===== config.mk =====
export PLATFORM = sky130hd
export DESIGN_NAME = sensor_field_decoder_unit
export DESIGN_NICKNAME = d
export VERILOG_FILES = /design/src/rtl/sfd_pkg.sv /design/src/rtl/sensor_field_decoder_unit.sv /design/src/rtl/sfd_cfg_regs.sv /design/src/rtl/sfd_field_extract.sv
export SDC_FILE = /design/constraint.sdc
export NUM_CORES = 2
export LEC_CHECK = 0
export BUFFER_PORTS_ARGS = -buffer_cell sky130_fd_sc_hd__buf_4
export CAP_MARGIN = 15
export CORE_MARGIN = 2
export CORE_UTILIZATION = 25
export CTS_CLUSTER_DIAMETER = 120
export DETAILED_ROUTE_END_ITERATION = 8
export PLACE_DENSITY = 0.41
export RECOVER_POWER = 100
export SLEW_MARGIN = 30
export SYNTH_ARGS = -nofsm -noshare
export SYNTH_HDL_FRONTEND = slang
export SYNTH_SLANG_ARGS = --single-unit

===== constraint.sdc =====
create_clock -name clk -period 11.2 [get_ports clk]
set_clock_uncertainty 0.15 [all_clocks]
set_input_delay 1.12 -clock clk [delete_from_list [all_inputs] [get_ports clk]]
set_output_delay 1.12 -clock clk [all_outputs]
set_load 0.005 [all_outputs]

===== src/rtl/sfd_pkg.sv =====
`default_nettype none
// ----------------------------------------------------------------------------
// sfd_pkg: shared types and constants of the sensor field decoder
// Item structs, register map, decoded configuration and result codes.
// ----------------------------------------------------------------------------
package sfd_pkg;

    localparam int unsigned MAX_REPLY_BYTES_DEF = 64;

    // register map of the configuration port
    localparam int unsigned CFG_INDEX_W = 3;
    localparam int unsigned CFG_DATA_W  = 48;

    typedef enum logic [CFG_INDEX_W-1:0] {
        REG_WINDOW_OFFSET = 3'd0,
        REG_FORMAT_WORD   = 3'd1,
        REG_VALUE_MASK    = 3'd2,
        REG_INVALID_CODE  = 3'd3,
        REG_GAIN          = 3'd4,
        REG_BIAS          = 3'd5,
        REG_LOWER_LIMIT   = 3'd6,
        REG_UPPER_LIMIT   = 3'd7
    } cfg_reg_t;

    typedef enum logic [1:0] {
        ERR_NONE         = 2'd0,
        ERR_INVALID_CODE = 2'd1,
        ERR_WINDOW       = 2'd2
    } err_code_t;

    // Q32.16 limits of the result
    localparam logic signed [47:0] MAX48 = 48'sh7FFF_FFFF_FFFF;
    localparam logic signed [47:0] MIN48 = 48'sh8000_0000_0000;

    // bound on the product before the bias is added (2^50)
    localparam logic signed [64:0] PROD_HI = 65'sh0_0004_0000_0000_0000;
    localparam logic signed [64:0] PROD_LO = -PROD_HI;

    // reset values of the registers
    localparam logic [31:0]        RST_VALUE_MASK = 32'h0000_00FF;
    localparam logic signed [31:0] RST_GAIN       = 32'sh0001_0000;

    typedef struct packed {
        logic [7:0] data_byte;
        logic       last_byte;
    } byte_item_t;

    typedef struct packed {
        logic signed [47:0] sample_value;
        logic               sample_valid;
        logic [1:0]         error_code;
    } result_item_t;

    // configuration with the format word already split into its fields
    typedef struct packed {
        logic [5:0]         window_offset;
        logic [1:0]         width_m1;
        logic               lsb_first;
        logic               signed_en;
        logic               check_en;
        logic [4:0]         shift;
        logic [31:0]        value_mask;
        logic [31:0]        invalid_code;
        logic signed [31:0] gain;
        logic signed [47:0] bias;
        logic signed [47:0] lower_limit;
        logic signed [47:0] upper_limit;
    } cfg_t;

endpackage
`default_nettype wire


===== src/rtl/sensor_field_decoder_unit.sv =====
`default_nettype none
// ----------------------------------------------------------------------------
// sensor_field_decoder_unit: sensor reply field decoder
// Captures a 1 to 4 byte field from a reply byte stream and turns it into a
// scaled, clamped Q32.16 sample.
// ----------------------------------------------------------------------------
// Usage:
//   byte_*   : one reply byte per item; last_byte closes the reply and
//              starts the decode. Bytes that are not last give no result.
//   result_* : one item per reply: sample_value (Q32.16), sample_valid,
//              error_code (window beyond reply, or invalid raw code).
//   cfg_*    : register writes, always ready; write only while idle.
// Throughput: one byte per cycle unless a stall fills the five-stage pipeline
//   (capture, extract, multiply, bias add, saturate/clamp into result reg).
// Result path: the last byte is registered in stage 1 and moves on to the result reg.
// Reset: clears the byte counter, window and all pipeline valids; the
//   registers take their reset values (mask 0xFF, gain 1.0, full limits).
// Stall: when result_ready is low the result register holds, stages behind
//   it fill, and byte_ready drops only once every stage holds an item.
//   Bytes past MAX_REPLY_BYTES are dropped; the length saturates there.
// ----------------------------------------------------------------------------
module sensor_field_decoder_unit
    import sfd_pkg::*;
#(
    parameter int unsigned MAX_REPLY_BYTES = MAX_REPLY_BYTES_DEF
)
(
    input  wire logic                   clk,
    input  wire logic                   rst_n,
    input  wire logic                   byte_valid,
    output logic                        byte_ready,
    input  wire byte_item_t             byte_item,
    output logic                        result_valid,
    input  wire logic                   result_ready,
    output result_item_t                result_item,
    input  wire logic                   cfg_valid,
    output logic                        cfg_ready,
    input  wire logic [CFG_INDEX_W-1:0] cfg_index,
    input  wire logic [CFG_DATA_W-1:0]  cfg_data
);

    // counter holds 0..MAX_REPLY_BYTES; compare width also covers offset+width
    localparam int unsigned POS_W = $clog2(MAX_REPLY_BYTES + 1);
    localparam int unsigned CMP_W = (POS_W > 7) ? POS_W : 7;

    cfg_t cfg;

    assign cfg_ready = 1'b1;

    sfd_cfg_regs u_cfg_regs (
        .clk       (clk),
        .rst_n     (rst_n),
        .cfg_write (cfg_valid && cfg_ready),
        .cfg_index (cfg_index),
        .cfg_data  (cfg_data),
        .cfg       (cfg)
    );

    // ------------------------------------------------------------------
    // pipeline handshake: a stage loads when it is empty or drains
    // ------------------------------------------------------------------
    logic s1_valid_reg;
    logic s2_valid_reg;
    logic s3_valid_reg;
    logic s4_valid_reg;
    logic result_valid_reg;
    logic out_load;
    logic s4_load;
    logic s3_load;
    logic s2_load;
    logic s1_load;
    logic byte_accept;

    assign out_load    = !result_valid_reg || result_ready;
    assign s4_load     = !s4_valid_reg || out_load;
    assign s3_load     = !s3_valid_reg || s4_load;
    assign s2_load     = !s2_valid_reg || s3_load;
    assign s1_load     = !s1_valid_reg || s2_load;
    assign byte_ready  = s1_load;
    assign byte_accept = byte_valid && byte_ready;

    // ------------------------------------------------------------------
    // byte capture
    // ------------------------------------------------------------------
    logic [POS_W-1:0] pos_reg;
    logic [POS_W-1:0] pos_next;
    logic [31:0]      window_reg;
    logic [31:0]      window_next;
    logic [CMP_W-1:0] pos_ext;
    logic [CMP_W-1:0] offs_ext;
    logic [CMP_W-1:0] win_end;
    logic [CMP_W-1:0] len_ext;
    logic [CMP_W-1:0] slot_full;
    logic [1:0]       slot;
    logic             pos_room;

    assign pos_ext   = CMP_W'(pos_reg);
    assign offs_ext  = CMP_W'(cfg.window_offset);
    assign win_end   = offs_ext + CMP_W'(cfg.width_m1) + CMP_W'(1);
    assign pos_room  = (pos_reg < POS_W'(MAX_REPLY_BYTES));
    assign slot_full = pos_ext - offs_ext;
    assign slot      = slot_full[1:0];

    always_comb
    begin
        pos_next    = pos_reg;
        window_next = window_reg;
        if (pos_room)
        begin
            // merge the byte into its lane when it falls inside the window
            if ((pos_ext >= offs_ext) && (pos_ext < win_end))
            begin
                case (slot)
                    2'd0:    window_next[7:0]   = window_reg[7:0]   | byte_item.data_byte;
                    2'd1:    window_next[15:8]  = window_reg[15:8]  | byte_item.data_byte;
                    2'd2:    window_next[23:16] = window_reg[23:16] | byte_item.data_byte;
                    2'd3:    window_next[31:24] = window_reg[31:24] | byte_item.data_byte;
                    default: window_next = window_reg;
                endcase
            end
            pos_next = pos_reg + POS_W'(1);
        end
    end

    assign len_ext = CMP_W'(pos_next);

    always_ff @(posedge clk or negedge rst_n)
    begin
        if (!rst_n)
        begin
            pos_reg    <= '0;
            window_reg <= '0;
        end
        else if (byte_accept)
        begin
            // restart the reply after its last byte
            if (byte_item.last_byte)
            begin
                pos_reg    <= '0;
                window_reg <= '0;
            end
            else
            begin
                pos_reg    <= pos_next;
                window_reg <= window_next;
            end
        end
    end

    // ------------------------------------------------------------------
    // stage 1: finished window and length check
    // ------------------------------------------------------------------
    logic [31:0] s1_window_reg;
    logic        s1_err_reg;

    always_ff @(posedge clk or negedge rst_n)
    begin
        if (!rst_n)
        begin
            s1_valid_reg <= 1'b0;
        end
        else if (s1_load)
        begin
            s1_valid_reg <= byte_accept && byte_item.last_byte;
        end
    end

    always_ff @(posedge clk)
    begin
        if (s1_load)
        begin
            s1_window_reg <= window_next;
            s1_err_reg    <= (win_end > len_ext);
        end
    end

    // ------------------------------------------------------------------
    // stage 2: numeric value and invalid code check
    // ------------------------------------------------------------------
    logic signed [32:0] numeric;
    logic               invalid_hit;
    logic signed [32:0] s2_numeric_reg;
    logic               s2_hit_reg;
    logic               s2_err_reg;

    sfd_field_extract u_extract (
        .window      (s1_window_reg),
        .cfg         (cfg),
        .numeric     (numeric),
        .invalid_hit (invalid_hit)
    );

    always_ff @(posedge clk or negedge rst_n)
    begin
        if (!rst_n)
        begin
            s2_valid_reg <= 1'b0;
        end
        else if (s2_load)
        begin
            s2_valid_reg <= s1_valid_reg;
        end
    end

    always_ff @(posedge clk)
    begin
        if (s2_load)
        begin
            s2_numeric_reg <= numeric;
            s2_hit_reg     <= invalid_hit;
            s2_err_reg     <= s1_err_reg;
        end
    end

    // ------------------------------------------------------------------
    // stage 3: exact product with the Q16.16 gain
    // ------------------------------------------------------------------
    logic signed [64:0] prod_next;
    logic signed [64:0] s3_prod_reg;
    logic               s3_hit_reg;
    logic               s3_err_reg;

    assign prod_next = 65'(s2_numeric_reg) * 65'(cfg.gain);

    always_ff @(posedge clk or negedge rst_n)
    begin
        if (!rst_n)
        begin
            s3_valid_reg <= 1'b0;
        end
        else if (s3_load)
        begin
            s3_valid_reg <= s2_valid_reg;
        end
    end

    always_ff @(posedge clk)
    begin
        if (s3_load)
        begin
            s3_prod_reg <= prod_next;
            s3_hit_reg  <= s2_hit_reg;
            s3_err_reg  <= s2_err_reg;
        end
    end

    // ------------------------------------------------------------------
    // stage 4: bound the product, add the bias
    // ------------------------------------------------------------------
    logic signed [51:0] prod_bounded;
    logic signed [51:0] sum_next;
    logic signed [51:0] s4_sum_reg;
    logic               s4_hit_reg;
    logic               s4_err_reg;

    always_comb
    begin
        if (s3_prod_reg > PROD_HI)
        begin
            prod_bounded = PROD_HI[51:0];
        end
        else if (s3_prod_reg < PROD_LO)
        begin
            prod_bounded = PROD_LO[51:0];
        end
        else
        begin
            prod_bounded = s3_prod_reg[51:0];
        end
    end

    assign sum_next = prod_bounded + 52'(cfg.bias);

    always_ff @(posedge clk or negedge rst_n)
    begin
        if (!rst_n)
        begin
            s4_valid_reg <= 1'b0;
        end
        else if (s4_load)
        begin
            s4_valid_reg <= s3_valid_reg;
        end
    end

    always_ff @(posedge clk)
    begin
        if (s4_load)
        begin
            s4_sum_reg <= sum_next;
            s4_hit_reg <= s3_hit_reg;
            s4_err_reg <= s3_err_reg;
        end
    end

    // ------------------------------------------------------------------
    // stage 5: saturate to 48 bits, clamp, build the result item
    // ------------------------------------------------------------------
    logic signed [47:0] sat_value;
    logic signed [47:0] clamp_value;
    result_item_t       result_next;
    result_item_t       result_item_reg;

    always_comb
    begin
        if (s4_sum_reg > 52'(MAX48))
        begin
            sat_value = MAX48;
        end
        else if (s4_sum_reg < 52'(MIN48))
        begin
            sat_value = MIN48;
        end
        else
        begin
            sat_value = s4_sum_reg[47:0];
        end

        // lower limit is tested first: with crossed limits, values below it take it, others the upper
        if (sat_value < cfg.lower_limit)
        begin
            clamp_value = cfg.lower_limit;
        end
        else if (sat_value > cfg.upper_limit)
        begin
            clamp_value = cfg.upper_limit;
        end
        else
        begin
            clamp_value = sat_value;
        end

        if (s4_err_reg)
        begin
            result_next.sample_value = '0;
            result_next.sample_valid = 1'b0;
            result_next.error_code   = ERR_WINDOW;
        end
        else if (s4_hit_reg)
        begin
            result_next.sample_value = clamp_value;
            result_next.sample_valid = 1'b0;
            result_next.error_code   = ERR_INVALID_CODE;
        end
        else
        begin
            result_next.sample_value = clamp_value;
            result_next.sample_valid = 1'b1;
            result_next.error_code   = ERR_NONE;
        end
    end

    always_ff @(posedge clk or negedge rst_n)
    begin
        if (!rst_n)
        begin
            result_valid_reg <= 1'b0;
        end
        else if (out_load)
        begin
            result_valid_reg <= s4_valid_reg;
        end
    end

    always_ff @(posedge clk)
    begin
        if (out_load)
        begin
            result_item_reg <= result_next;
        end
    end

    assign result_valid = result_valid_reg;
    assign result_item  = result_item_reg;

endmodule
`default_nettype wire


===== src/rtl/sfd_cfg_regs.sv =====
`default_nettype none
// ----------------------------------------------------------------------------
// sfd_cfg_regs: configuration register file
// Holds the eight decoder registers and presents them as one decoded struct.
// ----------------------------------------------------------------------------
module sfd_cfg_regs
    import sfd_pkg::*;
(
    input  wire logic                   clk,
    input  wire logic                   rst_n,
    input  wire logic                   cfg_write,
    input  wire logic [CFG_INDEX_W-1:0] cfg_index,
    input  wire logic [CFG_DATA_W-1:0]  cfg_data,
    output cfg_t                        cfg
);

    cfg_t cfg_reg;
    cfg_t cfg_next;

    always_comb
    begin
        cfg_next = cfg_reg;
        if (cfg_write)
        begin
            case (cfg_reg_t'(cfg_index))
                REG_WINDOW_OFFSET: cfg_next.window_offset = cfg_data[5:0];
                REG_FORMAT_WORD:
                begin
                    cfg_next.width_m1  = cfg_data[1:0];
                    cfg_next.lsb_first = cfg_data[2];
                    cfg_next.signed_en = cfg_data[3];
                    cfg_next.check_en  = cfg_data[4];
                    cfg_next.shift     = cfg_data[9:5];
                end
                REG_VALUE_MASK:   cfg_next.value_mask   = cfg_data[31:0];
                REG_INVALID_CODE: cfg_next.invalid_code = cfg_data[31:0];
                REG_GAIN:         cfg_next.gain         = cfg_data[31:0];
                REG_BIAS:         cfg_next.bias         = cfg_data[47:0];
                REG_LOWER_LIMIT:  cfg_next.lower_limit  = cfg_data[47:0];
                REG_UPPER_LIMIT:  cfg_next.upper_limit  = cfg_data[47:0];
                default:          cfg_next = cfg_reg;
            endcase
        end
    end

    always_ff @(posedge clk or negedge rst_n)
    begin
        if (!rst_n)
        begin
            cfg_reg.window_offset <= '0;
            cfg_reg.width_m1      <= '0;
            cfg_reg.lsb_first     <= 1'b0;
            cfg_reg.signed_en     <= 1'b0;
            cfg_reg.check_en      <= 1'b0;
            cfg_reg.shift         <= '0;
            cfg_reg.value_mask    <= RST_VALUE_MASK;
            cfg_reg.invalid_code  <= '0;
            cfg_reg.gain          <= RST_GAIN;
            cfg_reg.bias          <= '0;
            cfg_reg.lower_limit   <= MIN48;
            cfg_reg.upper_limit   <= MAX48;
        end
        else
        begin
            cfg_reg <= cfg_next;
        end
    end

    assign cfg = cfg_reg;

endmodule
`default_nettype wire


===== src/rtl/sfd_field_extract.sv =====
`default_nettype none
// ----------------------------------------------------------------------------
// sfd_field_extract: window to numeric value
// Orders the window bytes, shifts, masks, sign-extends and checks the code.
// ----------------------------------------------------------------------------
module sfd_field_extract
    import sfd_pkg::*;
(
    input  wire logic [31:0]        window,
    input  wire cfg_t               cfg,
    output logic signed [32:0]      numeric,
    output logic                    invalid_hit
);

    logic [31:0] raw;
    logic [31:0] masked;
    logic [2:0]  width_bytes;
    logic [5:0]  width_bits;
    logic [5:0]  eff_bits;
    logic        ext_allowed;
    logic [4:0]  top_bit;
    logic        do_ext;
    logic [32:0] ext_fill;

    // window slots above the width stay zero, so little endian is the window itself
    always_comb
    begin
        if (cfg.lsb_first)
        begin
            raw = window;
        end
        else
        begin
            case (cfg.width_m1)
                2'd0:    raw = {24'd0, window[7:0]};
                2'd1:    raw = {16'd0, window[7:0], window[15:8]};
                2'd2:    raw = {8'd0, window[7:0], window[15:8], window[23:16]};
                2'd3:    raw = {window[7:0], window[15:8], window[23:16], window[31:24]};
                default: raw = window;
            endcase
        end
    end

    assign masked      = (raw >> cfg.shift) & cfg.value_mask;
    assign width_bytes = {1'b0, cfg.width_m1} + 3'd1;
    assign width_bits  = {width_bytes, 3'b000};
    assign ext_allowed = cfg.signed_en && ({1'b0, cfg.shift} < width_bits);
    assign eff_bits    = width_bits - {1'b0, cfg.shift};

    // highest mask bit inside the bits left after the shift; bit 0 if none
    always_comb
    begin
        top_bit = '0;
        for (int i = 0; i < 32; i++)
        begin
            if (cfg.value_mask[i] && (6'(i) < eff_bits))
            begin
                top_bit = 5'(i);
            end
        end
    end

    assign do_ext   = ext_allowed && masked[top_bit];
    assign ext_fill = {33{1'b1}} << ({1'b0, top_bit} + 6'd1);
    assign numeric  = {1'b0, masked} | (do_ext ? ext_fill : 33'd0);

    // a negative value never equals the zero-extended code
    assign invalid_hit = cfg.check_en && (numeric == {1'b0, cfg.invalid_code});

endmodule
`default_nettype wire

==> qor.txt <==
Final Hold Fails: 0
Final Max Tran Viols: 1,165
CTS Hold Bufs: 0
Post-synthesis net count: 8,586
Clock Latency Late Sink: 0.70 ns
Met1 Use GR: 0.254
Total number of vias: 49,991
DR iter-0 viols: 3,445
Max-slew headroom: -2.19
Setup slack after layout: 0.761 ns
CTS tree: yes
Final period util: 0.932
Slowest-stage cell, CP: clkbuf_1
DRT Pass-1 Iters: 6
Failing checks: capacitance limit, slew limit
Syn-to-layout area delta: 10.5%
Worst-path clk slew: 0.06 ns
Synth top area share: 0.325
Post-DR vias/cell: 4.69
Hold Crit Class: flip-flop to flip-flop
RSZ-0062 raised after global routing: no
Asr flop ratio synth: 0.556
I/O Buffers: 117
Met3 layer usage reported by global route: 0.0202
Status: complete, but fails checks
Initial core utilization: 0.251
Max reg flops: 256
Die Y: 528 um
Crit-path max cell delay: 0.83 ns
Die footprint: 279,000 um^2
Top cells by area, synth: fa_1 32%, edfxtp_1 10%, dfrtp_1 8.8%
Reg2reg setup slack: 0.76 ns
Worst reg2reg path depth: 29
Initial antenna violation count: 22
Share of layout cells above drive strength 1: 0.102
Placed cell areas: 73,800 um^2
Final setup viols: 0
Placer Congestion: 0.859
Post-layout minimum cycle time: 10.44 ns
Global-route wire length before repair: 367 mm
Synth area leader: fa_1
Top Ports: 119
CP Class: flip-flop to flip-flop
Clk buf depth: 3
Top Usage Layer GRT: met2
Footprint of the multi-input gates: 47,600 um^2
Detail Route Antenna Nets: 0
Drt drc: 0
YS warnings: 0
Synth Instances: 7,041
Final net count: 8,540
Vias in the first global route: 52,974
Synthesized flop and latch total: 540
DP Worst Slack: 0.917 ns
Synth Area per Inst: 9.76 um^2
Largest net degree at the start of global routing: 118
Fill cells: 28,829
Critical R2R Launch: u_cfg_regs.cfg[147]$_DFFE_PN0P_
Most common cell on crit path: fa_1
CP Capture Type: flip-flop
F_max: 95.8 MHz
Worst hold start: s3_err_reg$_DFFE_PP_
Chip width: 528 um
Total track usage: 0.176
Tightest Pin Transition: 4.78 ns
Setup Total Neg Slack: 0 ns
Placeable Area: 274,000 um^2
Most common flop cell mapped by yosys: dfrtp_1
Worst setup SP type: flip-flop
Area of the mapped netlist: 68,700 um^2
FF/Latch Area: 14,800 um^2
Row cnt: 192
Number of synthesized flops with an enable pin: 240
H-tree levels: 3
Worst path required time: 11.48 ns
Post-CTS sizing: 0
Sequential-to-total area share from yosys stat: 0.215
Worst Setup SP: u_cfg_regs.cfg[147]$_DFFE_PN0P_
Routed WL per cell: 23.0 um
GR Overflow Total: 0
R2R Path End: s3_prod_reg[64]$_DFFE_PP_
Crit-path max FO: 16
Max_cap viols: 25
Postcts setup bufs: 0
CP endpoint: s3_prod_reg[64]$_DFFE_PP_
CP arrival: 10.72 ns
Root buffer cell: clkbuf_16
Post-DP HPWL: 191 mm
Unique cell type count in the Yosys netlist: 117
Clock sink count: 540
CTS buffer count: 73
Final instance area: 76,000 um^2
GR Util met2: 0.284
Final WL: 245 mm
cell usage after synthesis, drive strengths merged (23+ instances only):
| library cell | count |
|---|---|
| inv | 1314 |
| fa | 1115 |
| nand2 | 967 |
| ha | 365 |
| clkbuf | 313 |
| and2 | 287 |
| mux2 | 250 |
| dfrtp | 243 |
| edfxtp | 240 |
| nor2 | 230 |
| a21oi | 219 |
| o21ai | 175 |
| xnor2 | 103 |
| nor2b | 101 |
| o21a | 94 |
| nand2b | 92 |
| a21o | 87 |
| a211oi | 63 |
| dfstp | 57 |
| nand3 | 57 |
| buf | 53 |
| nor3 | 47 |
| nand4 | 41 |
| a21boi | 39 |
| xor2 | 35 |
| a31oi | 28 |
| mux4 | 28 |
| nor4 | 27 |
| mux2i | 25 |
| o21bai | 23 |
layout make-up:
cell class	count	share of cell area
clock buffer	91	0.0255
antenna	4	0.000132
inverter	1316	0.0650
multi-input combinational	4819	0.626
tap	3589	0.0591
timing repair buffer	245	0.0225
clock inverter	45	0.00657
sequential	540	0.195
worst min path at each step:
stage | end | depth (start not counted) | slack (ns)
6_report | s4_err_reg$_DFFE_PP_ | 0 | 0.27
5_1_grt | s3_hit_reg$_DFFE_PP_ | 0 | 0.29
4_1_cts | u_cfg_regs.cfg[90]$_DFFE_PN0P_ | 1 | 0.23
3_5_place_dp | s3_hit_reg$_DFFE_PP_ | 0 | 0.26
3_3_place_gp | s2_err_reg$_DFFE_PP_ | 0 | 0.27
2_1_floorplan | s2_err_reg$_DFFE_PP_ | 0 | 0.25
logic make-up (layout without fill, tap and decap cells):
| logic type | Yosys count | in the layout | synth area share |
|---|---|---|---|
| xor gates and xnor gates | 138 | 138 | 0.0176 |
| AOI/OAI and AO/OA | 948 | 948 | 0.0944 |
| buffers and inverters | 1682 | 1697 | 0.0927 |
| DFF | 540 | 540 | 0.215 |
| other | 1 | 5 | 0.0000546 |
| and+or+nand+nor | 1949 | 1949 | 0.135 |
| adders and majority gates | 1480 | 1480 | 0.391 |
| muxes | 303 | 303 | 0.0538 |
placed cells by master (no fill, tap or decap), types with 92 or more instances in the layout:
| master | count |
|---|---|
| o21a_1 | 94 |
| a21oi_1 | 218 |
| and2_1 | 272 |
| o21ai_0 | 163 |
| ha_1 | 365 |
| xnor2_1 | 102 |
| nor2b_1 | 101 |
| edfxtp_1 | 240 |
| fa_1 | 1114 |
| inv_1 | 1308 |
| nand2b_1 | 92 |
| nor2_1 | 226 |
| buf_4 | 158 |
| nand2_1 | 963 |
| dfrtp_1 | 239 |
| mux2_2 | 248 |
layer usage:
layer / vias up / wire length (um)
met5: - / 0
met4: 0 / 5050
met3: 238 / 12200
met2: 1394 / 112000
met1: 26069 / 115000
li1: 22290 / -
worst max-delay path, delay by kind of cell, from the launching register on:
| kind | cells | cell delay, ns |
|---|---|---|
| and+or+nand+nor | 3 | 0.38 |
| xor gates and xnor gates | 1 | 0.13 |
| AOI/OAI and AO/OA | 12 | 3.44 |
| buffers and inverters | 4 | 0.98 |
| DFF | 1 | 0.64 |
| adders and majority gates | 9 | 4.44 |
metrics by stage:
| step | cells | util | hold slack (ns) |
|---|---|---|---|
| 2_1_floorplan | 7041 | - | 0.250 |
| 3_3_place_gp | 10505 | 0.269 | 0.272 |
| 3_5_place_dp | 10509 | 0.270 | 0.257 |
| 4_1_cts | 10645 | 0.279 | 0.234 |
| 5_1_grt | 10645 | 0.278 | 0.289 |
| 6_report | 10649 | 0.278 | 0.270 |
Power is not shown: default switching activity piles up to over one toggle a cycle in this logic, so the estimate is an artifact.
